### src/design/adaptive_bin_weight_histogram_core_defines.svh
// Assertion macros shared by the histogram block.
`ifndef ADAPTIVE_BIN_WEIGHT_HISTOGRAM_CORE_DEFINES_SVH
`define ADAPTIVE_BIN_WEIGHT_HISTOGRAM_CORE_DEFINES_SVH

// Same-cycle implication, checked on every rising edge outside reset.
`define ABWH_ASSERT_NOW(label, ante, cons, msg) \
  label: assert property (@(posedge clk) disable iff (rst) (ante) |-> (cons)) \
    else $error(msg);

// Next-cycle implication, checked on every rising edge outside reset.
`define ABWH_ASSERT_NEXT(label, ante, cons, msg) \
  label: assert property (@(posedge clk) disable iff (rst) (ante) |=> (cons)) \
    else $error(msg);

`endif

### src/design/abwh_pkg.sv
package abwh_pkg;

  localparam int NUM_BINS     = 10;
  localparam int MAX_CHANNELS = 16;
  localparam int MAX_DIMS     = 8;

  localparam int CH_W     = 4;
  localparam int DIM_W    = 3;
  localparam int BIN_W    = 4;
  localparam int COORD_W  = 16;
  localparam int COUNT_W  = 16;
  localparam int WEIGHT_W = 17;

  localparam int STORE_DEPTH = MAX_CHANNELS * MAX_DIMS * NUM_BINS;
  localparam int ADDR_W      = $clog2(STORE_DEPTH);

  localparam int DIV_STEPS = COUNT_W;
  localparam int STEP_W    = $clog2(DIV_STEPS);

  typedef struct packed {
    logic load;       // capture an accepted item
    logic clr_start;  // clear event counts and restart the sweep counter
    logic clr_step;   // zero one bin-store entry
    logic mem_rd;     // read the bin store at the item address
    logic exec;       // update counts or set up the division
    logic div_step;   // one quotient bit
    logic out_load;   // move the result into the output register
  } dp_cmd_t;

  typedef struct packed {
    logic clr_last;
    logic is_read;
    logic div_last;
    logic out_free;
  } dp_stat_t;

endpackage

### src/design/abwh_ctrl.sv
module abwh_ctrl (
  input  logic              clk,
  input  logic              rst,
  input  logic              in_valid,
  input  logic              start_batch,
  output logic              in_stall,
  output abwh_pkg::dp_cmd_t cmd,
  input  abwh_pkg::dp_stat_t stat
);
  import abwh_pkg::*;

  typedef enum logic [2:0] {
    S_CLEAR,
    S_IDLE,
    S_RD,
    S_EXEC,
    S_DIV,
    S_DONE
  } state_t;

  state_t state;
  logic   pending;

  logic accept;
  assign accept   = in_valid && (state == S_IDLE);
  assign in_stall = (state != S_IDLE);

  always_comb begin
    cmd           = '0;
    cmd.load      = accept;
    cmd.clr_start = accept && start_batch;
    cmd.clr_step  = (state == S_CLEAR);
    cmd.mem_rd    = (state == S_RD);
    cmd.exec      = (state == S_EXEC);
    cmd.div_step  = (state == S_DIV);
    cmd.out_load  = (state == S_DONE) && stat.out_free;
  end

  always_ff @(posedge clk) begin
    if (rst) begin
      state   <= S_CLEAR;
      pending <= 1'b0;
    end else begin
      case (state)
        S_CLEAR: begin
          if (stat.clr_last) begin
            state   <= pending ? S_RD : S_IDLE;
            pending <= 1'b0;
          end
        end
        S_IDLE: begin
          if (accept) begin
            if (start_batch) begin
              state   <= S_CLEAR;
              pending <= 1'b1;
            end else begin
              state <= S_RD;
            end
          end
        end
        S_RD: begin
          state <= S_EXEC;
        end
        S_EXEC: begin
          state <= stat.is_read ? S_DIV : S_IDLE;
        end
        S_DIV: begin
          if (stat.div_last) begin
            state <= S_DONE;
          end
        end
        S_DONE: begin
          if (stat.out_free) begin
            state <= S_IDLE;
          end
        end
        default: begin
          state <= S_IDLE;
        end
      endcase
    end
  end

endmodule

### config.mk
export PLATFORM = sky130hd
export DESIGN_NAME = abwh_ctrl
export DESIGN_NICKNAME = d
export VERILOG_FILES = /design/src/design/adaptive_bin_weight_histogram_core_defines.svh /design/src/design/abwh_pkg.sv /design/src/design/abwh_ctrl.sv
export SDC_FILE = /design/constraint.sdc
export NUM_CORES = 1
export LEC_CHECK = 0
export BUFFER_PORTS_ARGS = -buffer_cell sky130_fd_sc_hd__clkbuf_2
export CAP_MARGIN = 20
export CORE_AREA = 2 2 39 41
export DETAILED_ROUTE_END_ITERATION = 16
export DIE_AREA = 0 0 41 43
export SLEW_MARGIN = 20
export SYNTH_ARGS = -nofsm -noshare
export SYNTH_HDL_FRONTEND = slang
export SYNTH_SLANG_ARGS = --single-unit
### constraint.sdc
create_clock -name clk -period 1.2 [get_ports clk]
set_input_delay 0.24 -clock clk [delete_from_list [all_inputs] [get_ports clk]]
set_output_delay 0.24 -clock clk [all_outputs]
set_load 0.1 [all_outputs]
## Word-level counts from Yosys, hierarchy flattened

Index checks and enable logic that the tools add are counted.

- Output and inout bits: 8
- Bits in registers: 4

- Reduce and logical (&&, ||, !) cells: 7
- Muxes and demuxes: 12
- Equal/unequal tests: 11

Operators with widths:

| operator | number |
|---|---|
| 3-bit case mux with 6 select lines | 1 |
| 3-bit two-way mux | 5 |
| 4-bit AND reduction | 2 |
| 3-bit by 2-bit == test with 1-bit output (second input constant) | 2 |
| 3-bit == test (second input constant) | 2 |
| 2-bit inequality test (second input constant) | 3 |
| 2-bit two-way mux | 2 |
| 2-bit by 1-bit inequality test with 1-bit output (second input constant) | 2 |
| 3-bit by 1-bit == test with 1-bit output (second input constant) | 1 |
| 1-bit logical AND | 3 |
| 3-bit logical NOT | 1 |
| 1-bit two-way mux | 3 |
| 3-bit by 1-bit inequality test with 1-bit output (second input constant) | 1 |
| 1-bit case mux with 2 select lines | 1 |
| 2-bit nonzero test | 1 |

## Logic depth before layout (Yosys ltp)

- Depth after elaboration: 4
- Mapped depth: 4

## Worst setup path after synthesis

Ideal clock, no wire load.

- Kind: register to output
- Start: register state[0]
- End: output cmd[3] (netlist name)
- Cell stages (with the launch flop): 3
- Required time: 960 ps
- Path slack: -1747 ps
- Arrival: 2707 ps
- Path buffers: 1
- Cells stage by stage: dfxtp_1 -> buf_2 -> nor3b_1

RTL lines:

| item | line | text |
|---|---|---|
| from (decl) | abwh_ctrl.sv:21 | `state_t state;` |
| from (signal assigned) | abwh_ctrl.sv:47 | `state <= pending ? S_RD : S_IDLE;` |
| from (signal assigned) | abwh_ctrl.sv:65 | `state <= stat.is_read ? S_DIV : S_IDLE;` |
| to (decl) | abwh_ctrl.sv:7 | `output abwh_pkg::dp_cmd_t cmd,` |

==> results.yml <==
outcome:
  outcome: "complete, but fails checks"
  failed_checks: "negative setup slack"
synth:
  ys_ff_latch: 4
  yosys-top-cells-area: "dfxtp_1 (26%), nand2b_1 (8.2%), a21oi_1 (4.9%)"
  syn-instance-count: 40
  synth_top_family_by_area: "simple AND/OR/NAND/NOR gates"
  synth_nets: 48
  syn-mean-instance-area_um2: 7.66
  synth_top_area_share_pct: 26.1
  synth_commonest_cells: "dfxtp_1 (4), nand2_1 (4), nand2b_1 (4), nor2_1 (4), a21oi_1 (3)"
  synth-edff-count: 0
  synth_adder_area_share_pct: 0
  yosys.area.top_type: "dfxtp_1"
  synth_area_um2: 307
  ys_warn_count: 0
  async_flop_share_pct: 0
  synthMuxAreaShare_pct: 4.90
  yosys.area_share.simple_pct: 40.4
  yosys.area_share.xor_xnor_pct: 0
  synth_compound_area_share_pct: 18.0
  yosysUniqueCellTypes: 22
  synth_flop_cell: "dfxtp_1"
  ys_seq_area_share_pct: 26.1
power_and_ir_drop:
  ir_worst_vdd_mv: 0.517
  p_leak_nw: 0.296
  power_density_mw_per_mm2: 1390
drt:
  ant_nets: 0
  avgRoutedWirePerCell_um: 12.5
  drt-initial-drc-count: 7
  wl_um: 1050
  vias: 409
  vias_per_cell: 4.87
  dr.pass1.iters: 2
  drc: 0
critical_path:
  slowest_stage: "dfxtp_4"
  cp-start-kind: "flop"
  crit_chain: "nor2_4 > nand4_1 > clkinvlp_4 > buf_12"
  rr_worst_depth: 4
  reg2reg_slack_ps: -90
  cp_max_fo: 3
  worst_ep_required_time_ps: 960
  critPathKind: "flop to primary output"
  cp_slowest_stage_delay_ps: 360
  crit_arrival_ps: 1180
  worst_setup_path_end_kind: "primary output"
  r2r-end: "state[0]$_SDFFE_PP0P_"
  r2r_start: "state[2]$_SDFFE_PP0P_"
  critPathCapture: "cmd[5]"
  crit_cells: 4
  crit_family: "flip-flops"
  cp-startpoint: "state[2]$_SDFFE_PP0P_"
  path_buf_inv: 2
placement:
  place_congestion: 0.760
  placed_cells: 73
  placed_area_um2: 609
  io_buffers: 15
  place_hpwl_um: 673
die:
  start_util_pct: 22.2
  die-width_um: 41
  rows: 14
  die_height_um: 43
  core_mm2: 0.00138
  io_pins: 16
  die-area_mm2: 0.00176
global_routing:
  grt_max_degree: 8
  grt_pass1_vias: 343
  grt_use_total_pct: 12.3
  grt_pass1_wl_um: 1440
  antenna_found_initial: 0
  overflow: 0
clock_network:
  root_buffer: "clkbuf_4"
  tritoncts: "yes"
  insertion_delay_ps: 240
  clock-sinks: 4
  holdBufCountCts: 0
  cts_max_level: 1
  cts_buffers: 3
  clkTransAtPathRegs_ps: 40
  cts_buffer_depth: 2
timing:
  layout_setup_ws_ps: -218
  setup_viol: 9
  final_max_slew_viol_count: 0
  finalCritPeriodShare_pct: 118
  period_needed_ps: 1420
  relSlewSlack_pct: 86.8
  worst_pin_slew_ps: 197
  fmax_ghz: 0.705
  finalHoldViolCount: 0
  skew_ps: 9.63
  grt_setup_unrepaired: "true"
cells_and_area:
  antenna_cells: 0
  drive_above_1_share_pct: 67.6
  stdcell_area_um2: 727
  nets: 78
  syn2layout_area_growth_pct: 137
  finalNonFillerCells: 84
job:
  drv_cap: 0
hold_path:
  hold_path_class: "input port to flop"
## cell families after synthesis
| kind of cell | after synthesis |
|---|---|
| flip-flops | 4 |
| multiplexers | 1 |
| AO/OA/AOI/OAI | 8 |
| AND/OR/NAND/NOR | 22 |
| buffers and inverters | 5 |
## per-layer routing
layer  vias to the layer above  share of wire, %  track usage, %
met4                         0                 0            6.00
li1                        201                 -               -
met5                         -                 0               0
met3                         0               5.2            3.14
met1                       195                43            14.7
met2                        13                51            19.4
## cells in the final DEF, fill, tap and decap left out, drive strengths merged
cell,instances
a21oi,3
a31o,1
and3,1
and3b,1
buf,21
clkbuf,11
clkinvlp,1
dfxtp,4
mux2,1
nand2,4
nand2b,4
nand4,1
nand4b,1
nor2,4
nor2b,1
nor3,2
nor3b,2
o21bai,1
o22a,1
o31ai,2
or3,1
## power by group
group,total (mW),leakage (nW),internal (mW),switching (mW)
Combinational,0.666,0.247,0.293,0.372
Clock,0.170,0.0138,0.112,0.0580
Sequential,0.178,0.0348,0.150,0.0278
Total,1.01,0.296,0.556,0.458
## flip-flops by register name (all words and copies together) (netlist names)
| signal | flops |
|---|---|
| pending | 1 |
| state | 3 |
## area by class of cell
class / count / area (µm²)
Clock buffer: 3 / 22.5
Fill cell: 128 / 657
Inverter: 1 / 7.51
Multi-Input combinational cell: 31 / 254
Sequential cell: 4 / 91.3
Tap cell: 16 / 20.0
Timing Repair Buffer: 29 / 332
## per-stage QoR
| step | setup TNS [ps] | utilization, % | power (mW) | worst slack [ps] | hold slack (ps) |
|---|---|---|---|---|---|
| after global routing | -1800 | 52.5 | 1.06 | -245 | 193 |
| after floorplan | -1220 | - | 0.565 | -360 | 309 |
| after detailed placement | -62.7 | 44.0 | 0.752 | -56.3 | 437 |
| final | -1510 | 52.5 | 1.01 | -218 | 194 |
| after global placement | -36.3 | 44.0 | 0.747 | -31.6 | 439 |
| after CTS | -1480 | 50.4 | 0.985 | -215 | 182 |
## how the worst min path moves through the flow
stage	start	endpoint	slack [ps]	cells past startpoint
2_1_floorplan	rst	pending$_SDFFE_PP0P_	310	1
3_3_place_gp	rst	pending$_SDFFE_PP0P_	440	2
3_5_place_dp	rst	pending$_SDFFE_PP0P_	440	2
4_1_cts	rst	pending$_SDFFE_PP0P_	180	2
5_1_grt	rst	pending$_SDFFE_PP0P_	190	2
6_report	rst	pending$_SDFFE_PP0P_	190	2
## timing repair
| item | 4_1_cts | 5_1_grt |
|---|---|---|
| resized for setup | 6 | 6 |
| setup buffers | 7 | 1 |
| pin swaps | 3 | 6 |
| endpoints found under the setup margin | 9 | 11 |
Note: power is estimated with default switching activity, not from simulation.
